**src/design/arq_swc_pkg.sv**
```systemverilog
// shared types, codes and sizes for the arq sender window control block
// no dependencies; every other design file uses this package

package arq_swc_pkg;

  localparam int unsigned PendDepth = 32;
  localparam int unsigned SlotBits  = $clog2(PendDepth);
  localparam int unsigned SeqBits   = 16;
  localparam int unsigned WinBits   = 6;
  localparam int unsigned ApbAddrW  = 4;
  localparam int unsigned ApbDataW  = 32;

  localparam logic [WinBits-1:0] WinMax        = WinBits'(32);
  localparam logic [WinBits-1:0] WinResetVal   = WinBits'(8);
  localparam logic [3:0]         RetryResetVal = 4'd3;
  localparam logic [15:0]        TimeoutReset  = 16'd50;

  typedef logic [SlotBits-1:0] slot_idx_t;

  typedef enum logic [1:0] {
    ActSend = 2'd0,
    ActAck  = 2'd1,
    ActScan = 2'd2,
    ActGrow = 2'd3
  } action_e;

  typedef enum logic [3:0] {
    KindSent       = 4'd0,
    KindRefWindow  = 4'd1,
    KindRefBusy    = 4'd2,
    KindAckMatch   = 4'd3,
    KindAckUnknown = 4'd4,
    KindRetransmit = 4'd5,
    KindGaveUp     = 4'd6,
    KindScanNone   = 4'd7,
    KindWinTick    = 4'd8
  } kind_e;

  typedef enum logic [1:0] {
    RegWindowLimit  = 2'd0,
    RegRetryLimit   = 2'd1,
    RegAckTimeout   = 2'd2,
    RegWindowEnable = 2'd3
  } cfg_reg_e;

  typedef struct packed {
    logic [1:0]  action;
    logic [7:0]  dest_node;
    logic [15:0] ack_seq;
    logic [31:0] now_time;
  } in_beat_t;

  typedef struct packed {
    logic [3:0]         kind;
    logic [15:0]        seq_out;
    logic [7:0]         dest_out;
    logic [WinBits-1:0] window_now;
    logic [WinBits-1:0] in_flight_now;
    logic               last;
  } out_beat_t;

  typedef struct packed {
    logic [WinBits-1:0] window_limit;
    logic [3:0]         retry_limit;
    logic [15:0]        ack_timeout;
    logic               window_enable;
  } cfg_t;

  typedef struct packed {
    logic [SeqBits-1:0] seq;
    logic [7:0]         dest;
    logic [31:0]        sent_at;
    logic [3:0]         retries;
  } slot_t;

  typedef struct packed {
    logic      we;
    logic      set_v;
    logic      clr_v;
    slot_idx_t addr;
    slot_t     data;
  } tbl_wr_t;

  typedef struct packed {
    logic due;
    logic give_up;
  } chk_t;

endpackage

```
**src/design/arq_swc_table.sv**
```systemverilog
// pending table: slot memory with registered read, plus per-slot valid flops
// depends on arq_swc_pkg

module arq_swc_table (
  input  logic                                clk_i,
  input  logic                                rst_ni,
  input  arq_swc_pkg::tbl_wr_t                wr_i,
  input  arq_swc_pkg::slot_idx_t              rd_addr_i,
  output arq_swc_pkg::slot_t                  rd_data_o,
  output logic [arq_swc_pkg::PendDepth-1:0]   valid_o
);

  arq_swc_pkg::slot_t                mem [arq_swc_pkg::PendDepth];
  arq_swc_pkg::slot_t                rd_data_q;
  logic [arq_swc_pkg::PendDepth-1:0] valid_q;

  always_ff @(posedge clk_i) begin
    if (wr_i.we) begin
      mem[wr_i.addr] <= wr_i.data;
    end
    rd_data_q <= mem[rd_addr_i];
  end

  always_ff @(posedge clk_i or negedge rst_ni) begin
    if (!rst_ni) begin
      valid_q <= '0;
    end else if (wr_i.set_v) begin
      valid_q[wr_i.addr] <= 1'b1;
    end else if (wr_i.clr_v) begin
      valid_q[wr_i.addr] <= 1'b0;
    end
  end

  assign rd_data_o = rd_data_q;
  assign valid_o   = valid_q;

endmodule

```
**src/design/arq_swc_age_unit.sv**
```systemverilog
// check unit: entry age against the ack timeout, retries against the limit
// depends on arq_swc_pkg

module arq_swc_age_unit (
  input  logic [31:0]        now_i,
  input  arq_swc_pkg::slot_t entry_i,
  input  arq_swc_pkg::cfg_t  cfg_i,
  output arq_swc_pkg::chk_t  chk_o
);

  logic [31:0] age;

  assign age           = now_i - entry_i.sent_at;
  assign chk_o.due     = (age >= {16'd0, cfg_i.ack_timeout});
  assign chk_o.give_up = (entry_i.retries >= cfg_i.retry_limit);

endmodule

```
**src/design/arq_swc_ctrl.sv**
```systemverilog
// sequencer: send, ack, scan and grow handling, window state and output register
// depends on arq_swc_pkg, arq_swc_age_unit

module arq_swc_ctrl (
  input  logic                                    clk_i,
  input  logic                                    rst_ni,
  input  arq_swc_pkg::cfg_t                       cfg_i,
  input  logic                                    win_load_i,
  input  logic [arq_swc_pkg::WinBits-1:0]         win_load_val_i,
  input  logic                                    in_valid_i,
  output logic                                    in_ready_o,
  input  arq_swc_pkg::in_beat_t                   in_data_i,
  output logic                                    out_valid_o,
  input  logic                                    out_ready_i,
  output arq_swc_pkg::out_beat_t                  out_data_o,
  output arq_swc_pkg::tbl_wr_t                    tbl_wr_o,
  output arq_swc_pkg::slot_idx_t                  rd_addr_o,
  input  arq_swc_pkg::slot_t                      rd_data_i,
  input  logic [arq_swc_pkg::PendDepth-1:0]       valid_i
);

  typedef enum logic [2:0] {
    StIdle,
    StSend,
    StAck,
    StScan,
    StScanEnd,
    StGrow
  } state_e;

  state_e                               state_q, state_d;
  arq_swc_pkg::in_beat_t                item_q, item_d;
  arq_swc_pkg::slot_idx_t               idx_q, idx_d;
  logic [arq_swc_pkg::SeqBits-1:0]      cnt_q, cnt_d;
  logic [arq_swc_pkg::WinBits-1:0]      win_q, win_d;
  logic [arq_swc_pkg::WinBits-1:0]      infl_q, infl_d;
  logic                                 hold_v_q, hold_v_d;
  arq_swc_pkg::out_beat_t               hold_q, hold_d;
  logic                                 out_valid_q, out_valid_d;
  arq_swc_pkg::out_beat_t               out_q, out_d;

  logic                                 out_free;
  logic [arq_swc_pkg::SeqBits-1:0]      nxt_seq;
  arq_swc_pkg::slot_idx_t               nxt_slot;
  arq_swc_pkg::slot_idx_t               ack_slot;
  arq_swc_pkg::slot_idx_t               scan_start;
  arq_swc_pkg::slot_idx_t               cur_slot;
  arq_swc_pkg::chk_t                    chk;
  logic                                 due;
  logic                                 commit;
  logic                                 matched;
  arq_swc_pkg::out_beat_t               res;
  arq_swc_pkg::slot_t                   wr_entry;

  arq_swc_age_unit u_age (
    .now_i   (item_q.now_time),
    .entry_i (rd_data_i),
    .cfg_i   (cfg_i),
    .chk_o   (chk)
  );

  assign out_free   = !out_valid_q || out_ready_i;
  assign nxt_seq    = arq_swc_pkg::SeqBits'(cnt_q + arq_swc_pkg::SeqBits'(1));
  assign nxt_slot   = nxt_seq[arq_swc_pkg::SlotBits-1:0];
  assign ack_slot   = item_q.ack_seq[arq_swc_pkg::SlotBits-1:0];
  // scan starts right after the counter (oldest pending seq) once the counter reached PendDepth-1, else at slot 0
  assign scan_start = (cnt_q >= arq_swc_pkg::SeqBits'(arq_swc_pkg::PendDepth - 1))
                      ? nxt_slot : '0;
  assign cur_slot   = arq_swc_pkg::slot_idx_t'(scan_start + idx_q);
  assign due        = valid_i[cur_slot] && chk.due;
  assign commit     = !due || !hold_v_q || out_free;
  assign matched    = valid_i[ack_slot] &&
                      (rd_data_i.seq == item_q.ack_seq[arq_swc_pkg::SeqBits-1:0]);

  always_comb begin
    state_d     = state_q;
    item_d      = item_q;
    idx_d       = idx_q;
    cnt_d       = cnt_q;
    win_d       = win_q;
    infl_d      = infl_q;
    hold_v_d    = hold_v_q;
    hold_d      = hold_q;
    out_valid_d = out_valid_q;
    out_d       = out_q;
    tbl_wr_o    = '0;
    res         = '0;
    wr_entry    = '0;

    if (out_valid_q && out_ready_i) begin
      out_valid_d = 1'b0;
    end

    if (win_load_i) begin
      win_d = win_load_val_i;
    end

    unique case (state_q)
      StIdle: begin
        if (in_valid_i) begin
          item_d = in_data_i;
          idx_d  = '0;
          unique case (in_data_i.action)
            arq_swc_pkg::ActSend: state_d = StSend;
            arq_swc_pkg::ActAck:  state_d = StAck;
            arq_swc_pkg::ActScan: state_d = StScan;
            default:              state_d = StGrow;
          endcase
        end
      end

      StSend: begin
        if (out_free) begin
          res.last          = 1'b1;
          res.window_now    = win_q;
          res.in_flight_now = infl_q;
          if (cfg_i.window_enable && (infl_q >= win_q)) begin
            res.kind = arq_swc_pkg::KindRefWindow;
          end else if (valid_i[nxt_slot]) begin
            res.kind = arq_swc_pkg::KindRefBusy;
          end else begin
            wr_entry.seq      = nxt_seq;
            wr_entry.dest     = item_q.dest_node;
            wr_entry.sent_at  = item_q.now_time;
            wr_entry.retries  = 4'd0;
            tbl_wr_o.we       = 1'b1;
            tbl_wr_o.set_v    = 1'b1;
            tbl_wr_o.addr     = nxt_slot;
            tbl_wr_o.data     = wr_entry;
            cnt_d             = nxt_seq;
            infl_d            = arq_swc_pkg::WinBits'(infl_q + arq_swc_pkg::WinBits'(1));
            res.kind          = arq_swc_pkg::KindSent;
            res.seq_out       = nxt_seq;
            res.dest_out      = item_q.dest_node;
            res.in_flight_now = infl_d;
          end
          out_valid_d = 1'b1;
          out_d       = res;
          state_d     = StIdle;
        end
      end

      StAck: begin
        if (out_free) begin
          res.last    = 1'b1;
          res.seq_out = item_q.ack_seq;
          if (matched) begin
            tbl_wr_o.clr_v = 1'b1;
            tbl_wr_o.addr  = ack_slot;
            if (infl_q != '0) begin
              infl_d = arq_swc_pkg::WinBits'(infl_q - arq_swc_pkg::WinBits'(1));
            end
            if (cfg_i.window_enable && (win_q < cfg_i.window_limit)) begin
              win_d = arq_swc_pkg::WinBits'(win_q + arq_swc_pkg::WinBits'(1));
            end
            res.kind     = arq_swc_pkg::KindAckMatch;
            res.dest_out = rd_data_i.dest;
          end else begin
            res.kind = arq_swc_pkg::KindAckUnknown;
          end
          res.window_now    = win_d;
          res.in_flight_now = infl_d;
          out_valid_d       = 1'b1;
          out_d             = res;
          state_d           = StIdle;
        end
      end

      StScan: begin
        if (due && commit) begin
          if (hold_v_q) begin
            out_valid_d = 1'b1;
            out_d       = hold_q;
          end
          if (chk.give_up) begin
            tbl_wr_o.clr_v = 1'b1;
            tbl_wr_o.addr  = cur_slot;
            if (infl_q != '0) begin
              infl_d = arq_swc_pkg::WinBits'(infl_q - arq_swc_pkg::WinBits'(1));
            end
            res.kind = arq_swc_pkg::KindGaveUp;
          end else begin
            wr_entry         = rd_data_i;
            wr_entry.sent_at = item_q.now_time;
            wr_entry.retries = 4'(rd_data_i.retries + 4'd1);
            tbl_wr_o.we      = 1'b1;
            tbl_wr_o.addr    = cur_slot;
            tbl_wr_o.data    = wr_entry;
            if (cfg_i.window_enable && (win_q > arq_swc_pkg::WinBits'(1))) begin
              win_d = arq_swc_pkg::WinBits'(win_q - arq_swc_pkg::WinBits'(1));
            end
            res.kind = arq_swc_pkg::KindRetransmit;
          end
          res.seq_out       = rd_data_i.seq;
          res.dest_out      = rd_data_i.dest;
          res.window_now    = win_d;
          res.in_flight_now = infl_d;
          hold_d            = res;
          hold_v_d          = 1'b1;
        end
        if (commit) begin
          if (idx_q == arq_swc_pkg::slot_idx_t'(arq_swc_pkg::PendDepth - 1)) begin
            state_d = StScanEnd;
          end else begin
            idx_d = arq_swc_pkg::slot_idx_t'(idx_q + 1'b1);
          end
        end
      end

      StScanEnd: begin
        if (out_free) begin
          if (hold_v_q) begin
            res      = hold_q;
            res.last = 1'b1;
          end else begin
            res.kind          = arq_swc_pkg::KindScanNone;
            res.window_now    = win_q;
            res.in_flight_now = infl_q;
            res.last          = 1'b1;
          end
          hold_v_d    = 1'b0;
          out_valid_d = 1'b1;
          out_d       = res;
          state_d     = StIdle;
        end
      end

      StGrow: begin
        if (out_free) begin
          if (cfg_i.window_enable && (win_q < cfg_i.window_limit)) begin
            win_d = arq_swc_pkg::WinBits'(win_q + arq_swc_pkg::WinBits'(1));
          end
          res.kind          = arq_swc_pkg::KindWinTick;
          res.window_now    = win_d;
          res.in_flight_now = infl_q;
          res.last          = 1'b1;
          out_valid_d       = 1'b1;
          out_d             = res;
          state_d           = StIdle;
        end
      end

      default: begin
        state_d = StIdle;
      end
    endcase

    if (state_q == StIdle) begin
      rd_addr_o = (in_data_i.action == arq_swc_pkg::ActAck)
                  ? in_data_i.ack_seq[arq_swc_pkg::SlotBits-1:0] : scan_start;
    end else if (state_q == StAck) begin
      rd_addr_o = ack_slot;
    end else begin
      rd_addr_o = arq_swc_pkg::slot_idx_t'(scan_start + idx_d);
    end
  end

  always_ff @(posedge clk_i or negedge rst_ni) begin
    if (!rst_ni) begin
      state_q     <= StIdle;
      idx_q       <= '0;
      cnt_q       <= '0;
      win_q       <= arq_swc_pkg::WinResetVal;
      infl_q      <= '0;
      hold_v_q    <= 1'b0;
      out_valid_q <= 1'b0;
    end else begin
      state_q     <= state_d;
      idx_q       <= idx_d;
      cnt_q       <= cnt_d;
      win_q       <= win_d;
      infl_q      <= infl_d;
      hold_v_q    <= hold_v_d;
      out_valid_q <= out_valid_d;
    end
  end

  always_ff @(posedge clk_i) begin
    item_q <= item_d;
    hold_q <= hold_d;
    out_q  <= out_d;
  end

  assign in_ready_o  = (state_q == StIdle);
  assign out_valid_o = out_valid_q;
  assign out_data_o  = out_q;

endmodule

```
**src/design/arq_sender_window_control.sv**
```systemverilog
// top level: apb register file, sequencer and pending table of the arq sender
// send, ack and grow: one result beat, registered from the handling state once the output register is free
// scan: one pending slot per cycle unless a due slot waits on the output register, results in seq order
// one item at a time; the next item is taken once the last beat is in the output register
// reset: table valid bits, counters and output cleared at once, registers at reset values
// depends on arq_swc_pkg, arq_swc_ctrl, arq_swc_table

module arq_sender_window_control (
  input  logic                                 clk_i,
  input  logic                                 rst_ni,
  input  logic                                 psel,
  input  logic                                 penable,
  input  logic                                 pwrite,
  input  logic [arq_swc_pkg::ApbAddrW-1:0]     paddr,
  input  logic [arq_swc_pkg::ApbDataW-1:0]     pwdata,
  output logic [arq_swc_pkg::ApbDataW-1:0]     prdata,
  output logic                                 pready,
  input  logic                                 in_valid_i,
  output logic                                 in_ready_o,
  input  arq_swc_pkg::in_beat_t                in_data_i,
  output logic                                 out_valid_o,
  input  logic                                 out_ready_i,
  output arq_swc_pkg::out_beat_t               out_data_o
);

  arq_swc_pkg::cfg_t                   cfg_q, cfg_d;
  arq_swc_pkg::cfg_reg_e               reg_sel;
  logic                                wr_en;
  logic                                win_load;
  logic [arq_swc_pkg::WinBits-1:0]     win_raw;
  logic [arq_swc_pkg::WinBits-1:0]     win_clamped;
  arq_swc_pkg::tbl_wr_t                tbl_wr;
  arq_swc_pkg::slot_idx_t              rd_addr;
  arq_swc_pkg::slot_t                  rd_data;
  logic [arq_swc_pkg::PendDepth-1:0]   slot_valid;

  assign pready  = 1'b1;
  assign wr_en   = psel && penable && pwrite;
  assign reg_sel = arq_swc_pkg::cfg_reg_e'(paddr[3:2]);
  assign win_raw = pwdata[arq_swc_pkg::WinBits-1:0];

  always_comb begin
    if (win_raw == '0) begin
      win_clamped = arq_swc_pkg::WinBits'(1);
    end else if (win_raw > arq_swc_pkg::WinMax) begin
      win_clamped = arq_swc_pkg::WinMax;
    end else begin
      win_clamped = win_raw;
    end
  end

  always_comb begin
    cfg_d    = cfg_q;
    win_load = 1'b0;
    if (wr_en) begin
      unique case (reg_sel)
        arq_swc_pkg::RegWindowLimit: begin
          cfg_d.window_limit = win_clamped;
          win_load           = 1'b1;
        end
        arq_swc_pkg::RegRetryLimit:  cfg_d.retry_limit   = pwdata[3:0];
        arq_swc_pkg::RegAckTimeout:  cfg_d.ack_timeout   = pwdata[15:0];
        arq_swc_pkg::RegWindowEnable: cfg_d.window_enable = pwdata[0];
        default: cfg_d = cfg_q;
      endcase
    end
  end

  always_comb begin
    unique case (reg_sel)
      arq_swc_pkg::RegWindowLimit:
        prdata = {{(arq_swc_pkg::ApbDataW - arq_swc_pkg::WinBits){1'b0}}, cfg_q.window_limit};
      arq_swc_pkg::RegRetryLimit:   prdata = {28'd0, cfg_q.retry_limit};
      arq_swc_pkg::RegAckTimeout:   prdata = {16'd0, cfg_q.ack_timeout};
      arq_swc_pkg::RegWindowEnable: prdata = {31'd0, cfg_q.window_enable};
      default:                      prdata = '0;
    endcase
  end

  always_ff @(posedge clk_i or negedge rst_ni) begin
    if (!rst_ni) begin
      cfg_q.window_limit  <= arq_swc_pkg::WinResetVal;
      cfg_q.retry_limit   <= arq_swc_pkg::RetryResetVal;
      cfg_q.ack_timeout   <= arq_swc_pkg::TimeoutReset;
      cfg_q.window_enable <= 1'b1;
    end else begin
      cfg_q <= cfg_d;
    end
  end

  arq_swc_table u_table (
    .clk_i     (clk_i),
    .rst_ni    (rst_ni),
    .wr_i      (tbl_wr),
    .rd_addr_i (rd_addr),
    .rd_data_o (rd_data),
    .valid_o   (slot_valid)
  );

  arq_swc_ctrl u_ctrl (
    .clk_i          (clk_i),
    .rst_ni         (rst_ni),
    .cfg_i          (cfg_q),
    .win_load_i     (win_load),
    .win_load_val_i (win_clamped),
    .in_valid_i     (in_valid_i),
    .in_ready_o     (in_ready_o),
    .in_data_i      (in_data_i),
    .out_valid_o    (out_valid_o),
    .out_ready_i    (out_ready_i),
    .out_data_o     (out_data_o),
    .tbl_wr_o       (tbl_wr),
    .rd_addr_o      (rd_addr),
    .rd_data_i      (rd_data),
    .valid_i        (slot_valid)
  );

endmodule
```
**config.mk**
```make
export PLATFORM = sky130hd
export DESIGN_NAME = arq_sender_window_control
export DESIGN_NICKNAME = d
export VERILOG_FILES = /design/src/design/arq_swc_pkg.sv /design/src/design/arq_swc_table.sv /design/src/design/arq_swc_age_unit.sv /design/src/design/arq_swc_ctrl.sv /design/src/design/arq_sender_window_control.sv
export SDC_FILE = /design/constraint.sdc
export NUM_CORES = 2
export LEC_CHECK = 0
export BUFFER_PORTS_ARGS = -buffer_cell sky130_fd_sc_hd__buf_2
export CAP_MARGIN = 40
export CORE_ASPECT_RATIO = 1.25
export CORE_UTILIZATION = 35
export CTS_CLUSTER_SIZE = 12
export DETAILED_ROUTE_END_ITERATION = 12
export PLACE_DENSITY = 0.58
export SKIP_CTS_REPAIR_TIMING = 1
export SLEW_MARGIN = 5
export SYNTH_ARGS = -nofsm -noshare
export SYNTH_HDL_FRONTEND = slang
export SYNTH_SLANG_ARGS = --single-unit
```
**constraint.sdc**
```tcl
create_clock -name clk_i -period 7.8 [get_ports clk_i]
set_clock_uncertainty 0.1 [all_clocks]
set_input_delay 2.34 -clock clk_i [delete_from_list [all_inputs] [get_ports clk_i]]
set_output_delay 2.34 -clock clk_i [all_outputs]
set_load 0.01 [all_outputs]
```
==> impl_metrics.csv <==
group,metric,value,unit
outcome,status,"finished clean",
finish,syn_to_final_growth,17.6,%
global_routing,grt_overflow,0,
timing,max_freq,133,MHz
clock_tree,cts_sinks,2212,
routing,first_iter_violations,6303,
place,numPortBuffers,141,
pwr,ir_worst_vdd,0.308,mV
pwr,p_leak,38.6,nW
logic_synthesis,netlist_instances,7222,
logic_synthesis,synth_area_leaders,"edfxtp_1 67%, nand2_1 7.5%, dfrtp_1 2.4%, a211oi_1 2.1%, o21ai_0 1.9%",
logic_synthesis,yosysUniqueCellTypes,93,
routing,vias,61600,
clock_tree,cts_buffers,217,
critical_path,crit_end,"u_table.rd_data_o[17]$_DFF_P_",
finish,fillers,24100,
die,core,262000,sq um
timing,rsz0062_at_grt,"yes",
routing,first_pass_iters,6,
place,dp_cells,10900,
clock_tree,cts_tree,"yes",
pwr,p_per_area,447,nW/um^2
global_routing,grt_pass1_vias,58800,
critical_path,critical_path_class,"flip-flop to flip-flop",
die,io_pins,177,
hold_path,hp-start,"u_table.rd_data_o[39]$_DFF_P_",
timing,setup_ws,0.292,ns
critical_path,r2r_cells,37,
critical_path,cpPeakStageDelay,0.58,ns
timing,worst_slew_pin_slew,0.928,ns
clock_tree,clkLatencyLatePin,0.89,ns
routing,vias_per_cell,5.45,
logic_synthesis,synth_flop_cell,"edfxtp_1",
die,die_area,265000,sq um
critical_path,startpoint_type,"flip-flop",
critical_path,cp_max_fo,16,
flow_run,cap_violations,0,
timing,hold_viol_final,0,
timing,drv_slew,0,
timing,relSlewSlack,38.1,%
hold_path,hp-class,"flip-flop to flip-flop",
logic_synthesis,yosysTopAreaCellShare,66.9,%
finish,final_util,41.4,%
critical_path,cp.required,8.45,ns
clock_tree,clk_path_buf_depth,4,
die,die-height,576,um
critical_path,r2r_end,"u_table.rd_data_o[17]$_DFF_P_",
place,globalplace.congestion,0.886,
logic_synthesis,synth_edf_count,2055,
critical_path,timing.critical_path.from,"u_ctrl.item_q[4]$_DFFE_PP_",
logic_synthesis,yosysWarnings,0,
critical_path,rr_startpoint,"u_ctrl.item_q[4]$_DFFE_PP_",
critical_path,reg2reg_slack,0.29,ns
timing,setup_viol,0,
critical_path,cp.arrival,8.16,ns
die,dieWidth,461,um
finish,layoutNonFillerInstCount,11300,
logic_synthesis,yosysTopAreaCell,"edfxtp_1",
routing,post_drt_wl_per_cell,24.7,um
finish,nets,7816,
finish,drive_above_1_share,14.1,%
timing,fin_crit_sh,96.3,%
global_routing,track_usage,20.3,%
global_routing,grt_pass1_wl,398000,um
critical_path,cp_slowest_cell,"fa_1",
timing,period_minus_slack,7.51,ns
global_routing,antenna_found_initial,7,
routing,finalWirelength,279000,um
logic_synthesis,synth_seq_cells,2212,
global_routing,grt_max_degree,108,
die,start_util,35.2,%
routing,antenna_left,0,
logic_synthesis,seq_area_frac_synth,70.9,%
place,place_ws,-0.286,ns
routing,drt_drc_violations_left,0,
clock_tree,ctsHtreeMaxLevel,4,
critical_path,critPathCaptureType,"flip-flop",
logic_synthesis,async_flop_share,4.39,%
logic_synthesis,netlist_area,92200,sq um
clock_tree,clk_pin_slew,0.07,ns
die,rows,210,
logic_synthesis,syn_area_per_cell,12.8,sq um
clock_tree,cts_root_buf,"clkbuf_16",
place,post-dp-hpwl,155000,um
==> worst min-delay path by stage <==
stage | endpoint | slack (ns) | cells past startpoint
finish | u_ctrl.hold_q[16]$_DFFE_PP_ | 0.34 | 0
CTS | u_ctrl.hold_q[19]$_DFFE_PP_ | 0.33 | 0
detailed placement | u_ctrl.hold_q[18]$_DFFE_PP_ | 0.32 | 0
global route | u_ctrl.hold_q[19]$_DFFE_PP_ | 0.35 | 0
global placement | u_ctrl.hold_q[16]$_DFFE_PP_ | 0.32 | 0
floorplan | u_ctrl.hold_q[16]$_DFFE_PP_ | 0.31 | 0
==> critical path, delay by kind of cell, from the launching register on <==
kind            cells  cell delay [ns]
compound gates     11             1.71
xor+xnor            1             0.19
fa+ha+maj           4             1.41
buf+inv             9             1.49
flops               1             0.52
mux                 2             0.42
simple gates       10             1.46
==> per-layer routing <==
metal | track usage (%) | vias to the layer above | part of all wire, % | routed length, um
li1 | - | 27500 | - | -
met4 | 6.64 | 2 | 3.5 | 9810
met2 | 34.6 | 2563 | 49 | 137000
met1 | 26.8 | 31000 | 41 | 113000
met5 | 0 | - | 0.0047 | 13
met3 | 2.39 | 534 | 6.9 | 19200
==> logic make-up (layout without fill, tap and decap cells) <==
group	after synthesis	count (layout)	synth area share [%]
adder cells (fa/ha/maj)	84	84	1.16
AO/OA/AOI/OAI	1448	1448	10.3
multiplexers	125	125	1.78
other	2	19	0.00815
XOR/XNOR	89	89	0.854
AND/OR/NAND/NOR	2678	2678	12.4
buffers and inverters	584	1151	2.53
flip-flops	2212	2212	70.9
==> where the power goes <==
group | internal, mW | switching [mW] | total, mW
clock | 5.39 | 4.36 | 9.75
sequential | 14.6 | 0.532 | 15.1
combinational | 9.07 | 14.6 | 23.7
total | 29.0 | 19.5 | 48.5
==> flip-flops by register name (all words and copies together) (netlist names), 3 cells and up, named ones only <==
register	cells
u_ctrl.out_data_o	41
u_ctrl.idx_q	5
u_ctrl.item_q	51
u_table.mem	1920
u_ctrl.cnt_q	16
u_ctrl.hold_q	38
u_ctrl.infl_q	6
u_ctrl.state_q	3
cfg_q	27
u_ctrl.ack_slot	5
u_table.rd_data_o	60
u_ctrl.win_q	6
==> final cells by class <==
class	instances	area, sq um	share of cell area, %
Timing Repair Buffer	655	6630	6.12
Tap cell	3498	4380	4.04
Sequential cell	2212	65300	60.3
Clock inverter	15	148	0.136
Clock buffer	377	6200	5.72
Antenna cell	2	5.00	0.00462
Inverter	104	393	0.362
Multi-Input combinational cell	4441	25300	23.4
==> cells in the mapped netlist, types with 109 or more instances <==
master,n
a211oi_1,256
clkbuf_1,425
edfxtp_1,2055
o22ai_1,130
a221oi_1,126
o21ai_0,346
a31oi_1,248
and2_1,250
a21oi_1,109
nand2_1,1833
nand3_1,273
nor2_1,148
==> layout by cell type (no fill, tap or decap), types with 22 or more instances in the layout <==
cell type	count
a211oi_1	246
a21o_1	30
a21oi_1	102
a221oi_1	99
a221oi_2	27
a22oi_1	24
a31oi_1	247
and2_1	250
buf_12	135
buf_2	140
buf_4	348
clkbuf_1	146
clkbuf_16	228
dfrtp_1	89
dfxtp_1	60
edfxtp_1	2055
ha_1	78
inv_1	99
mux2i_1	84
mux4_2	29
nand2_1	1832
nand3_1	272
nand4_1	32
nor2_1	111
nor2_4	33
nor2b_1	25
nor3_1	22
o21ai_0	326
o21ai_1	44
o22ai_1	127
xnor2_1	43
xor2_1	44
==> through the flow <==
stage               power (mW)  setup TNS, ns  hold WS (ns)  cell area, sq um
floorplan                 28.6              0         0.308             92300
global placement          37.6          -8.82         0.317            101000
detailed placement        38.0          -9.44         0.320            101000
CTS                       47.7         -11.93         0.327            108000
global route              51.2         -0.103         0.348            108000
finish                    48.5              0         0.342            108000
Note: power is estimated with default switching activity, not from simulation.
